<file path="config.mk">
export PLATFORM = sky130hd
export DESIGN_NAME = sensor_block_statistics_unit
export DESIGN_NICKNAME = d
export VERILOG_FILES = /design/src/design/sbs_pkg.sv /design/src/design/sbs_alu.sv /design/src/design/sbs_accum.sv /design/src/design/sbs_seq.sv /design/src/design/sensor_block_statistics_unit.sv
export VERILOG_INCLUDE_DIRS = /design/src /design/src/design
export SDC_FILE = /design/constraint.sdc
export NUM_CORES = 2
export LEC_CHECK = 0
export BUFFER_PORTS_ARGS = -buffer_cell sky130_fd_sc_hd__buf_2
export CORE_MARGIN = 2
export CORE_UTILIZATION = 61
export CTS_BUF_LIST = sky130_fd_sc_hd__clkbuf_4
export DETAILED_ROUTE_END_ITERATION = 6
export PLACE_DENSITY = 0.79
export SYNTH_ARGS = -nofsm -noshare
export SYNTH_HDL_FRONTEND = slang
export SYNTH_SLANG_ARGS = --single-unit
</file>
<file path="constraint.sdc">
create_clock -name clk -period 24 [get_ports clk]
set_input_delay 6 -clock clk [delete_from_list [all_inputs] [get_ports clk]]
set_output_delay 6 -clock clk [all_outputs]
set_load 0.02 [all_outputs]
</file>
<file path="src/design/sensor_block_statistics_unit_assert.svh">
// assertion macros for the sensor block statistics unit
// expects clk and arst_n in the scope of the module that uses them
`ifndef SENSOR_BLOCK_STATISTICS_UNIT_ASSERT_SVH
`define SENSOR_BLOCK_STATISTICS_UNIT_ASSERT_SVH

// same-cycle implication
`define SBS_ASSERT_IMP(lbl, ante, cons) \
lbl: assert property (@(posedge clk) disable iff (!arst_n) (ante) |-> (cons)) \
	else $error("%m: check failed");

// next-cycle implication
`define SBS_ASSERT_NXT(lbl, ante, cons) \
lbl: assert property (@(posedge clk) disable iff (!arst_n) (ante) |=> (cons)) \
	else $error("%m: check failed");

`endif

</file>
<file path="src/design/sbs_pkg.sv">
// shared types and constants for the sensor block statistics unit
// no dependencies
`timescale 1ns / 1ps

package sbs_pkg;

	localparam int SAMPLE_W   = 10;
	localparam int IN_W       = SAMPLE_W + 1;
	localparam int CNT_W      = 15;
	localparam int SUM_W      = 24;
	localparam int SQ_W       = 35;
	localparam int MEAN_W     = 18;
	localparam int DEV_W      = 18;
	localparam int MEAN_SHIFT = 8;
	localparam int VAR_SHIFT  = 16;
	localparam int DVD_W      = SQ_W + VAR_SHIFT;
	localparam int REM_W      = 14;
	localparam int ALU_W      = 21;
	localparam int RAD_W      = 2 * DEV_W;
	localparam int STEP_W     = 6;

	localparam int IN_DATA_W  = 16;
	localparam int OUT_DATA_W = 104;
	localparam int APB_W      = 32;
	localparam int ADDR_W     = 2;

	localparam logic [CNT_W-1:0]    MAX_BLOCK     = 15'd16384;
	localparam logic [CNT_W-1:0]    BLK_LEN_RESET = 15'd100;
	localparam logic [SAMPLE_W-1:0] EMPTY_LOW     = 10'd100;
	localparam logic [IN_W-1:0]     MARK_MISSING  = 11'h7FF;
	localparam logic [STEP_W-1:0]   DIV_LAST      = 6'd50;
	localparam logic [STEP_W-1:0]   ROOT_LAST     = 6'd17;
	localparam logic [ADDR_W-1:0]   ADDR_BLK_LEN  = 2'd0;

	typedef enum logic [2:0] {
		ST_IDLE,
		ST_DIV_MEAN,
		ST_DIV_VAR,
		ST_SQUARE,
		ST_DIFF,
		ST_ROOT,
		ST_DONE
	} seq_state_t;

	typedef struct packed {
		logic [CNT_W-1:0]    good;
		logic [CNT_W-1:0]    lost;
		logic [CNT_W-1:0]    bad;
		logic [SAMPLE_W-1:0] top;
		logic [SAMPLE_W-1:0] bottom;
		logic [SUM_W-1:0]    sum;
		logic [SQ_W-1:0]     sq;
	} blk_totals_t;

	typedef struct packed {
		logic [CNT_W-1:0]    valid_total;
		logic [CNT_W-1:0]    missing_total;
		logic [CNT_W-1:0]    corrupted_total;
		logic [SAMPLE_W-1:0] peak_high;
		logic [SAMPLE_W-1:0] peak_low;
		logic [MEAN_W-1:0]   average_q8;
		logic [DEV_W-1:0]    deviation_q8;
	} blk_result_t;

endpackage

</file>
<file path="src/design/sbs_alu.sv">
// shared compare and subtract unit used by the divider and square root steps
// depends on sbs_pkg
`timescale 1ns / 1ps

module sbs_alu (
	input  logic [sbs_pkg::ALU_W-1:0] a,
	input  logic [sbs_pkg::ALU_W-1:0] b,
	output logic [sbs_pkg::ALU_W-1:0] diff,
	output logic                      ge
);

	logic [sbs_pkg::ALU_W:0] full;

	assign full = {1'b0, a} - {1'b0, b};
	assign diff = full[sbs_pkg::ALU_W-1:0];
	assign ge   = ~full[sbs_pkg::ALU_W];

endmodule

</file>
<file path="src/design/sbs_accum.sv">
// per-sample accumulators: counts, sum, sum of squares, max and min
// depends on sbs_pkg
`timescale 1ns / 1ps

module sbs_accum (
	input  logic                         clk,
	input  logic                         arst_n,
	input  logic                         take,
	input  logic [sbs_pkg::IN_W-1:0]     sample,
	input  logic [sbs_pkg::CNT_W-1:0]    blk_len,
	output logic                         close,
	output sbs_pkg::blk_totals_t         totals
);

	logic [sbs_pkg::CNT_W-1:0]      seen_q, good_q, lost_q, bad_q;
	logic [sbs_pkg::CNT_W-1:0]      seen_d, good_d, lost_d, bad_d;
	logic [sbs_pkg::SAMPLE_W-1:0]   top_q, bottom_q, top_d, bottom_d;
	logic [sbs_pkg::SUM_W-1:0]      sum_q, sum_d;
	logic [sbs_pkg::SQ_W-1:0]       sq_q, sq_d;
	logic [sbs_pkg::CNT_W-1:0]      size;
	logic [sbs_pkg::SAMPLE_W-1:0]   value;
	logic [2*sbs_pkg::SAMPLE_W-1:0] square;
	logic                           is_neg;

	assign value  = sample[sbs_pkg::SAMPLE_W-1:0];
	assign is_neg = sample[sbs_pkg::IN_W-1];
	assign square = value * value;

	always_comb begin
		size = blk_len;
		if (blk_len == '0) begin
			size = sbs_pkg::CNT_W'(1);
		end else if (blk_len > sbs_pkg::MAX_BLOCK) begin
			size = sbs_pkg::MAX_BLOCK;
		end
		seen_d   = seen_q + sbs_pkg::CNT_W'(1);
		good_d   = good_q;
		lost_d   = lost_q;
		bad_d    = bad_q;
		top_d    = top_q;
		bottom_d = bottom_q;
		sum_d    = sum_q;
		sq_d     = sq_q;
		if (is_neg) begin
			if (sample == sbs_pkg::MARK_MISSING) begin
				lost_d = lost_q + sbs_pkg::CNT_W'(1);
			end else begin
				bad_d = bad_q + sbs_pkg::CNT_W'(1);
			end
		end else begin
			if (good_q == '0) begin
				top_d    = value;
				bottom_d = value;
			end else begin
				if (value > top_q) top_d = value;
				if (value < bottom_q) bottom_d = value;
			end
			good_d = good_q + sbs_pkg::CNT_W'(1);
			sum_d  = sum_q + sbs_pkg::SUM_W'(value);
			sq_d   = sq_q + sbs_pkg::SQ_W'(square);
		end
		close = (seen_d >= size);
	end

	assign totals.good   = good_d;
	assign totals.lost   = lost_d;
	assign totals.bad    = bad_d;
	assign totals.top    = top_d;
	assign totals.bottom = bottom_d;
	assign totals.sum    = sum_d;
	assign totals.sq     = sq_d;

	always_ff @(posedge clk or negedge arst_n) begin
		if (!arst_n) begin
			seen_q   <= '0;
			good_q   <= '0;
			lost_q   <= '0;
			bad_q    <= '0;
			top_q    <= '0;
			bottom_q <= sbs_pkg::EMPTY_LOW;
			sum_q    <= '0;
			sq_q     <= '0;
		end else if (take) begin
			if (close) begin
				seen_q   <= '0;
				good_q   <= '0;
				lost_q   <= '0;
				bad_q    <= '0;
				top_q    <= '0;
				bottom_q <= sbs_pkg::EMPTY_LOW;
				sum_q    <= '0;
				sq_q     <= '0;
			end else begin
				seen_q   <= seen_d;
				good_q   <= good_d;
				lost_q   <= lost_d;
				bad_q    <= bad_d;
				top_q    <= top_d;
				bottom_q <= bottom_d;
				sum_q    <= sum_d;
				sq_q     <= sq_d;
			end
		end
	end

endmodule

</file>
<file path="src/design/sbs_seq.sv">
// block-end sequencer: two long divisions, mean square, clamp and integer square root
// depends on sbs_pkg and sbs_alu
`timescale 1ns / 1ps

module sbs_seq (
	input  logic                  clk,
	input  logic                  arst_n,
	input  logic                  start,
	input  sbs_pkg::blk_totals_t  totals,
	input  logic                  out_free,
	output logic                  idle,
	output logic                  res_valid,
	output sbs_pkg::blk_result_t  res
);

	sbs_pkg::seq_state_t state_q, state_d;

	logic [sbs_pkg::STEP_W-1:0]   cnt_q;
	sbs_pkg::blk_totals_t         snap_q;
	logic [sbs_pkg::DVD_W-1:0]    dvd_q, quo_q, quo_d, var_gap;
	logic [sbs_pkg::REM_W-1:0]    rem_q, rem_d;
	logic [sbs_pkg::MEAN_W-1:0]   mean_q;
	logic [2*sbs_pkg::MEAN_W-1:0] msq_q;
	logic [sbs_pkg::RAD_W-1:0]    rad_q;
	logic [sbs_pkg::ALU_W-3:0]    rrem_q, rrem_d;
	logic [sbs_pkg::DEV_W-1:0]    root_q, root_d;
	logic [sbs_pkg::ALU_W-1:0]    alu_a, alu_b, alu_diff;
	logic                         alu_ge;

	sbs_alu u_alu (
		.a    (alu_a),
		.b    (alu_b),
		.diff (alu_diff),
		.ge   (alu_ge)
	);

	always_comb begin
		if (state_q == sbs_pkg::ST_ROOT) begin
			alu_a = {rrem_q, rad_q[sbs_pkg::RAD_W-1 -: 2]};
			alu_b = {1'b0, root_q, 2'b01};
		end else begin
			alu_a = sbs_pkg::ALU_W'({rem_q, dvd_q[sbs_pkg::DVD_W-1]});
			alu_b = sbs_pkg::ALU_W'(snap_q.good);
		end
	end

	assign quo_d   = {quo_q[sbs_pkg::DVD_W-2:0], alu_ge};
	assign rem_d   = alu_ge ? alu_diff[sbs_pkg::REM_W-1:0]
	                        : {rem_q[sbs_pkg::REM_W-2:0], dvd_q[sbs_pkg::DVD_W-1]};
	assign rrem_d  = alu_ge ? alu_diff[sbs_pkg::ALU_W-3:0] : alu_a[sbs_pkg::ALU_W-3:0];
	assign root_d  = {root_q[sbs_pkg::DEV_W-2:0], alu_ge};
	assign var_gap = quo_q - sbs_pkg::DVD_W'(msq_q);

	always_ff @(posedge clk or negedge arst_n) begin
		if (!arst_n) begin
			state_q <= sbs_pkg::ST_IDLE;
			cnt_q   <= '0;
		end else begin
			state_q <= state_d;
			cnt_q   <= (state_d != state_q) ? '0 : cnt_q + sbs_pkg::STEP_W'(1);
		end
	end

	always_comb begin
		state_d   = state_q;
		idle      = 1'b0;
		res_valid = 1'b0;
		case (state_q)
			sbs_pkg::ST_IDLE: begin
				idle = 1'b1;
				if (start) begin
					state_d = (totals.good != '0) ? sbs_pkg::ST_DIV_MEAN : sbs_pkg::ST_DONE;
				end
			end
			sbs_pkg::ST_DIV_MEAN: begin
				if (cnt_q == sbs_pkg::DIV_LAST) state_d = sbs_pkg::ST_DIV_VAR;
			end
			sbs_pkg::ST_DIV_VAR: begin
				if (cnt_q == sbs_pkg::DIV_LAST) state_d = sbs_pkg::ST_SQUARE;
			end
			sbs_pkg::ST_SQUARE: begin
				state_d = sbs_pkg::ST_DIFF;
			end
			sbs_pkg::ST_DIFF: begin
				state_d = sbs_pkg::ST_ROOT;
			end
			sbs_pkg::ST_ROOT: begin
				if (cnt_q == sbs_pkg::ROOT_LAST) state_d = sbs_pkg::ST_DONE;
			end
			sbs_pkg::ST_DONE: begin
				if (out_free) begin
					res_valid = 1'b1;
					state_d   = sbs_pkg::ST_IDLE;
				end
			end
			default: begin
				state_d = sbs_pkg::ST_IDLE;
			end
		endcase
	end

	always_ff @(posedge clk) begin
		case (state_q)
			sbs_pkg::ST_IDLE: begin
				if (start) begin
					snap_q <= totals;
					dvd_q  <= sbs_pkg::DVD_W'({totals.sum, sbs_pkg::MEAN_SHIFT'(0)});
					rem_q  <= '0;
					mean_q <= '0;
					root_q <= '0;
				end
			end
			sbs_pkg::ST_DIV_MEAN: begin
				quo_q <= quo_d;
				if (cnt_q == sbs_pkg::DIV_LAST) begin
					mean_q <= quo_d[sbs_pkg::MEAN_W-1:0];
					dvd_q  <= {snap_q.sq, sbs_pkg::VAR_SHIFT'(0)};
					rem_q  <= '0;
				end else begin
					dvd_q <= {dvd_q[sbs_pkg::DVD_W-2:0], 1'b0};
					rem_q <= rem_d;
				end
			end
			sbs_pkg::ST_DIV_VAR: begin
				quo_q <= quo_d;
				dvd_q <= {dvd_q[sbs_pkg::DVD_W-2:0], 1'b0};
				rem_q <= rem_d;
			end
			sbs_pkg::ST_SQUARE: begin
				msq_q <= mean_q * mean_q;
			end
			sbs_pkg::ST_DIFF: begin
				rad_q  <= (quo_q > sbs_pkg::DVD_W'(msq_q)) ? var_gap[sbs_pkg::RAD_W-1:0] : '0;
				rrem_q <= '0;
				root_q <= '0;
			end
			sbs_pkg::ST_ROOT: begin
				rad_q  <= {rad_q[sbs_pkg::RAD_W-3:0], 2'b00};
				rrem_q <= rrem_d;
				root_q <= root_d;
			end
			default: begin
			end
		endcase
	end

	assign res.valid_total     = snap_q.good;
	assign res.missing_total   = snap_q.lost;
	assign res.corrupted_total = snap_q.bad;
	assign res.peak_high       = snap_q.top;
	assign res.peak_low        = snap_q.bottom;
	assign res.average_q8      = mean_q;
	assign res.deviation_q8    = root_q;

endmodule

</file>
<file path="src/design/sensor_block_statistics_unit.sv">
// Sensor block statistics: takes one 11-bit sample word per accepted beat (a 0..1023
// reading, -1 for missing, -2 or any other negative for corrupted) and after a block of
// samples, as long as the block length register says, emits one result word with the
// valid, missing and corrupted counts, max, min, mean and population standard deviation
// in unsigned Q.8. A sample that does not close a block is taken and the input stays
// ready. The sample that closes a block holds the input off through two 51-step
// shift-subtract divisions, a squaring step, a subtract step and an 18-step square
// root (divisions and root share one compare/subtract unit), and longer if the previous
// result has not yet been taken; a block with no valid samples skips the arithmetic.
// Results wait in an output register, so samples keep flowing while a result is
// pending. The block length register is at byte address 0 of the register port; 0 acts
// as 1 and values above 16384 act as 16384.
// depends on sbs_pkg, sbs_accum, sbs_seq and the assertion macro header
`timescale 1ns / 1ps
`include "sensor_block_statistics_unit_assert.svh"

module sensor_block_statistics_unit (
	input  logic                             clk,
	input  logic                             arst_n,
	input  logic                             s_axis_tvalid,
	output logic                             s_axis_tready,
	input  logic [sbs_pkg::IN_DATA_W-1:0]    s_axis_tdata,  // sample[10:0], zero pad
	output logic                             m_axis_tvalid,
	input  logic                             m_axis_tready,
	// valid_total, missing_total, corrupted_total, peak_high, peak_low, average_q8,
	// deviation_q8, zero pad
	output logic [sbs_pkg::OUT_DATA_W-1:0]   m_axis_tdata,
	input  logic                             psel,
	input  logic                             penable,
	input  logic                             pwrite,
	input  logic [sbs_pkg::ADDR_W-1:0]       paddr,
	input  logic [sbs_pkg::APB_W-1:0]        pwdata,
	output logic [sbs_pkg::APB_W-1:0]        prdata,
	output logic                             pready
);

	logic [sbs_pkg::CNT_W-1:0]      blk_len_q;
	logic                           out_valid_q;
	logic [sbs_pkg::OUT_DATA_W-1:0] out_data_q;
	logic                           take, close, idle, res_valid, out_free;
	sbs_pkg::blk_totals_t           totals;
	sbs_pkg::blk_result_t           res;

	assign pready = 1'b1;
	assign prdata = sbs_pkg::APB_W'(blk_len_q);

	always_ff @(posedge clk or negedge arst_n) begin
		if (!arst_n) begin
			blk_len_q <= sbs_pkg::BLK_LEN_RESET;
		end else if (psel && penable && pwrite && pready && paddr == sbs_pkg::ADDR_BLK_LEN) begin
			blk_len_q <= pwdata[sbs_pkg::CNT_W-1:0];
		end
	end

	assign s_axis_tready = idle;
	assign take          = s_axis_tvalid && s_axis_tready;
	assign out_free      = !out_valid_q || m_axis_tready;

	sbs_accum u_accum (
		.clk     (clk),
		.arst_n  (arst_n),
		.take    (take),
		.sample  (s_axis_tdata[sbs_pkg::IN_W-1:0]),
		.blk_len (blk_len_q),
		.close   (close),
		.totals  (totals)
	);

	sbs_seq u_seq (
		.clk       (clk),
		.arst_n    (arst_n),
		.start     (take && close),
		.totals    (totals),
		.out_free  (out_free),
		.idle      (idle),
		.res_valid (res_valid),
		.res       (res)
	);

	always_ff @(posedge clk or negedge arst_n) begin
		if (!arst_n) begin
			out_valid_q <= 1'b0;
		end else if (res_valid) begin
			out_valid_q <= 1'b1;
		end else if (m_axis_tready) begin
			out_valid_q <= 1'b0;
		end
	end

	always_ff @(posedge clk) begin
		if (res_valid) begin
			out_data_q <= {3'b000, res.deviation_q8, res.average_q8, res.peak_low,
				res.peak_high, res.corrupted_total, res.missing_total, res.valid_total};
		end
	end

	assign m_axis_tvalid = out_valid_q;
	assign m_axis_tdata  = out_data_q;

	`SBS_ASSERT_IMP(a_no_overwrite, res_valid, !out_valid_q || m_axis_tready)
	`SBS_ASSERT_NXT(a_busy_after_close, take && close, !s_axis_tready)
	`SBS_ASSERT_IMP(a_empty_block, res_valid && res.valid_total == '0,
		res.average_q8 == '0 && res.deviation_q8 == '0 && res.peak_low == sbs_pkg::EMPTY_LOW)

endmodule

</file>
==> flow_summary.toml <==
[grt]
antenna_found_initial = 1
grt_pass1_vias = 29900
busiest_layer = "met2"
gr-usage-met1_pct = 34.1
grt_pass1_wl_um = 150000
grt_use_met3_pct = 4.73
gr-total-overflow = 0
track_usage_pct = 26.9
grt.met2_usage_pct = 46.0
grt_max_degree = 94

[synth]
yosysTopAreaCell = "edfxtp_1"
synth_cell_type_count = 93
ys_ff_latch = 599
post_synth.cell_area_avg_sq_um = 10.8
synth_edf_count = 435
netlist_area_sq_um = 41000
ys.flop_type = "edfxtp_1"
synthTopCellsByArea = "edfxtp_1 (32%), fa_1 (14%), dfrtp_1 (9.6%), ha_1 (8.5%), inv_1 (5.1%)"
syn_inst = 3813
synth_top_area_share_pct = 31.9
async_flop_share_pct = 27.4
synth_warnings = 0
synth_seq_area_share_pct = 41.9

[power_and_ir_drop]
leakagePower_nw = 20.4
seq_power_share_pct = 34.0
p_comb_share_pct = 47.2
p_int_mw = 2.93
pwr-share-clk_pct = 18.8
vdd_ir_drop_max_v = 0.0000848
switching_share_pct = 40.8
p_per_area_nw_per_um2 = 111
p_sw_mw = 2.02
p_total_mw = 4.95

[clocking]
cts_resized = 0
postCtsSetupBuffers = 0
numCtsBuffers = 155
cts_tree = "done"
clkLatencyLatePin_ns = 1.03
h-tree-depth = 4
cts_root_buf = "clkbuf_4"
clk_pin_slew_worst_paths_ns = 0.07
clock-sinks = 599
cts_buffer_depth = 3
postCtsHoldBufs = 0

[worst_setup_path]
cp-end-kind = "register"
start_kind = "input pin"
critPathMaxFanout = 16
critPathKind = "in2reg"
cp_slowest_stage_delay_ns = 0.55
cp_data_arrival_time_ns = 12.04
crit_chain = "buf_2, inv_1, nor2_1, fa_1, fa_1, inv_1, fa_1, inv_1, fa_1, inv_1, fa_1, inv_1, ha_1, nand3_1, o221ai_1, a21o_1, a31oi_1, o211a_1, or2_1, or4_1, o311ai_1"
required_ns = 24.87
cp_slowest_cell = "fa_1"

[sta]
relSlewSlack_pct = 18.1
rsz0062_at_grt = "no"
setup_violations = 0
post-route-min-period_ns = 11.16
hold_viol = 0
fin_skew_ns = 0.0896
fmax_mhz = 89.6
fin_tns_setup_ns = 0
hold_slack_ns = 0.415
period_share_pct = 46.5
worst_slack_ns = 12.84
slew_viol_final = 0
tightest_slew_ns = 1.22

[detailed_routing]
viasPerCell = 5.73
num_vias = 28800
wl_um = 89900
dr.pass1.iters = 6
drcViolationCount = 0
drtIter0Drc = 2240
avgRoutedWirePerCell_um = 17.9
ant_nets = 0

[final_layout]
syn_to_final_growth_pct = 8.87
nets = 4642
multi_input_area_sq_um = 21100
fin_util_pct = 66.7
filler_cell_count = 5064
design_area_sq_um = 44600
fin_cells = 5019
drive_gt1_share_pct = 13.1
seq_area_sq_um = 17200

[floorplan]
die_width_um = 263
core_sq_um = 66900
rows = 95
start_util_pct = 61.3
die_y_um = 263
dieArea_sq_um = 69300
io_pins = 196

[placed_design]
gp_congestion = 0.847
dpl-instance-area_sq_um = 42500
place.port_buffers = 152
pre_cts_slack_ns = 11.86
dp_cells = 4732
place_hpwl_um = 61800

[run_status]
status = "complete, no violations"

[worst_hold_path]
min_path_type = "reg2reg"

[run]
maxCapViolations = 0
Yosys cell counts (all sizes together), types with 11 or more instances:
cell and count:
nand2 390, ha 279, nand4 31, nor4 18, clkbuf 116, xnor2 137, dfrtp 158, o2bb2ai 17
mux2i 12, inv 560, nor3 37, o21bai 13, a21o 79, or2 13, buf 43, a22o 82
xor2 56, nor2 137, nor2b 21, a211oi 15, a21oi 172, edfxtp 435, a21boi 11, mux2 34
nand2b 19, o21a 19, nand3 71, nor3b 16, o31ai 24, or3 21, and3 66, fa 290
a22oi 17, o21ai 184, and2 102
layout by cell type, fill, tap and decap left out, types with 16 or more instances in the layout:
cell | Yosys | layout
a21o_1 | 79 | 79
a21oi_1 | 170 | 167
a22o_1 | 82 | 82
a22oi_1 | 17 | 17
and2_1 | 102 | 99
and3_1 | 66 | 66
buf_2 | 13 | 151
buf_4 | 21 | 34
clkbuf_4 | 0 | 247
clkinv_1 | 0 | 23
conb_1 | 2 | 21
dfrtp_1 | 158 | 158
edfxtp_1 | 435 | 435
fa_1 | 290 | 290
ha_1 | 279 | 279
inv_1 | 557 | 555
mux2_2 | 34 | 34
nand2_1 | 390 | 388
nand2b_1 | 19 | 19
nand3_1 | 70 | 70
nand4_1 | 29 | 29
nor2_1 | 136 | 134
nor2b_1 | 21 | 21
nor3_1 | 35 | 34
nor3b_1 | 16 | 16
nor4_1 | 17 | 17
o21a_1 | 19 | 19
o21ai_0 | 146 | 146
o21ai_1 | 35 | 35
o2bb2ai_1 | 17 | 17
o31ai_1 | 23 | 23
or3_1 | 21 | 21
xnor2_1 | 137 | 137
xor2_1 | 56 | 56
power by group through the flow:
stage               clock, mW  combinational (mW)  sequential (mW)
floorplan                   0                1.80             1.68
global placement            0                2.26             1.69
detailed placement          0                2.31             1.70
CTS                     0.953                2.33             1.68
global route             1.01                2.63             1.71
finish                  0.930                2.33             1.68
final cells by class:
class	instances	area share [%]
clock buffers	247	4.15
clock inverters	39	0.558
repair buffers	186	2.29
multi-input cells	2514	47.4
diodes	1	0.00560
flip-flops and latches	599	38.5
well taps	873	2.45
inverters	560	4.71
cells by family after synthesis:
logic type | share of synthesized area, %
AO/OA/AOI/OAI | 11.8
XOR/XNOR | 4.12
adder cells (fa/ha/maj) | 22.7
buffers and inverters | 6.87
flip-flops | 41.9
multiplexers | 1.23
other | 0.0183
AND/OR/NAND/NOR | 11.4
worst max-delay path, delay by kind of cell:
family / cells / cell delay, ns
buffers and inverters: 6 / 0.80
adder cells (fa/ha/maj): 6 / 3.00
AO/OA/AOI/OAI: 5 / 1.03
AND/OR/NAND/NOR: 4 / 1.19
state kept, by name (all words and copies together) (netlist names), 10 cells and up:
name              count
blk_len_q            15
m_axis_tdata        101
u_accum.bad_q        15
u_accum.bottom_q     10
u_accum.good_q       15
u_accum.lost_q       15
u_accum.seen_q       15
u_accum.sq_q         35
u_accum.sum_q        24
u_accum.top_q        10
u_seq.dvd_q          43
u_seq.mean_q         18
u_seq.msq_q          35
u_seq.quo_q          51
u_seq.rad_q          36
u_seq.rem_q          14
u_seq.res            65
u_seq.root_q         18
u_seq.rrem_q         19
u_seq.snap_q         35
routing by layer:
metal	share of wire, %	wire (um)
met3	5.5	4940
met2	50	45000
met5	0	0
met4	3.0	2730
met1	41	37300
worst paths after layout:
kind / startpoint / end / slack [ns] / cells past startpoint
worst max-delay path: s_axis_tdata[7] / u_accum.sq_q[34]$_DFFE_PN0P_ / 12.84 / 21
worst min-delay path: u_seq.res[67]$_DFFE_PP_ / m_axis_tdata[41]$_DFFE_PP_ / 0.42 / 0
worst max register to register: u_seq.mean_q[9]$_SDFFCE_PN0P_ / u_seq.msq_q[27]$_DFFE_PN_ / 16.53 / 20
worst min register to register: u_seq.res[67]$_DFFE_PP_ / m_axis_tdata[41]$_DFFE_PP_ / 0.42 / 0
max in group asynchronous: arst_n / u_accum.top_q[2]$_DFFE_PN0P_ / 17.32 / 2
min in group asynchronous: arst_n / u_accum.bad_q[5]$_DFFE_PN0P_ / 5.08 / 1
Note: power is estimated with default switching activity, not from simulation.
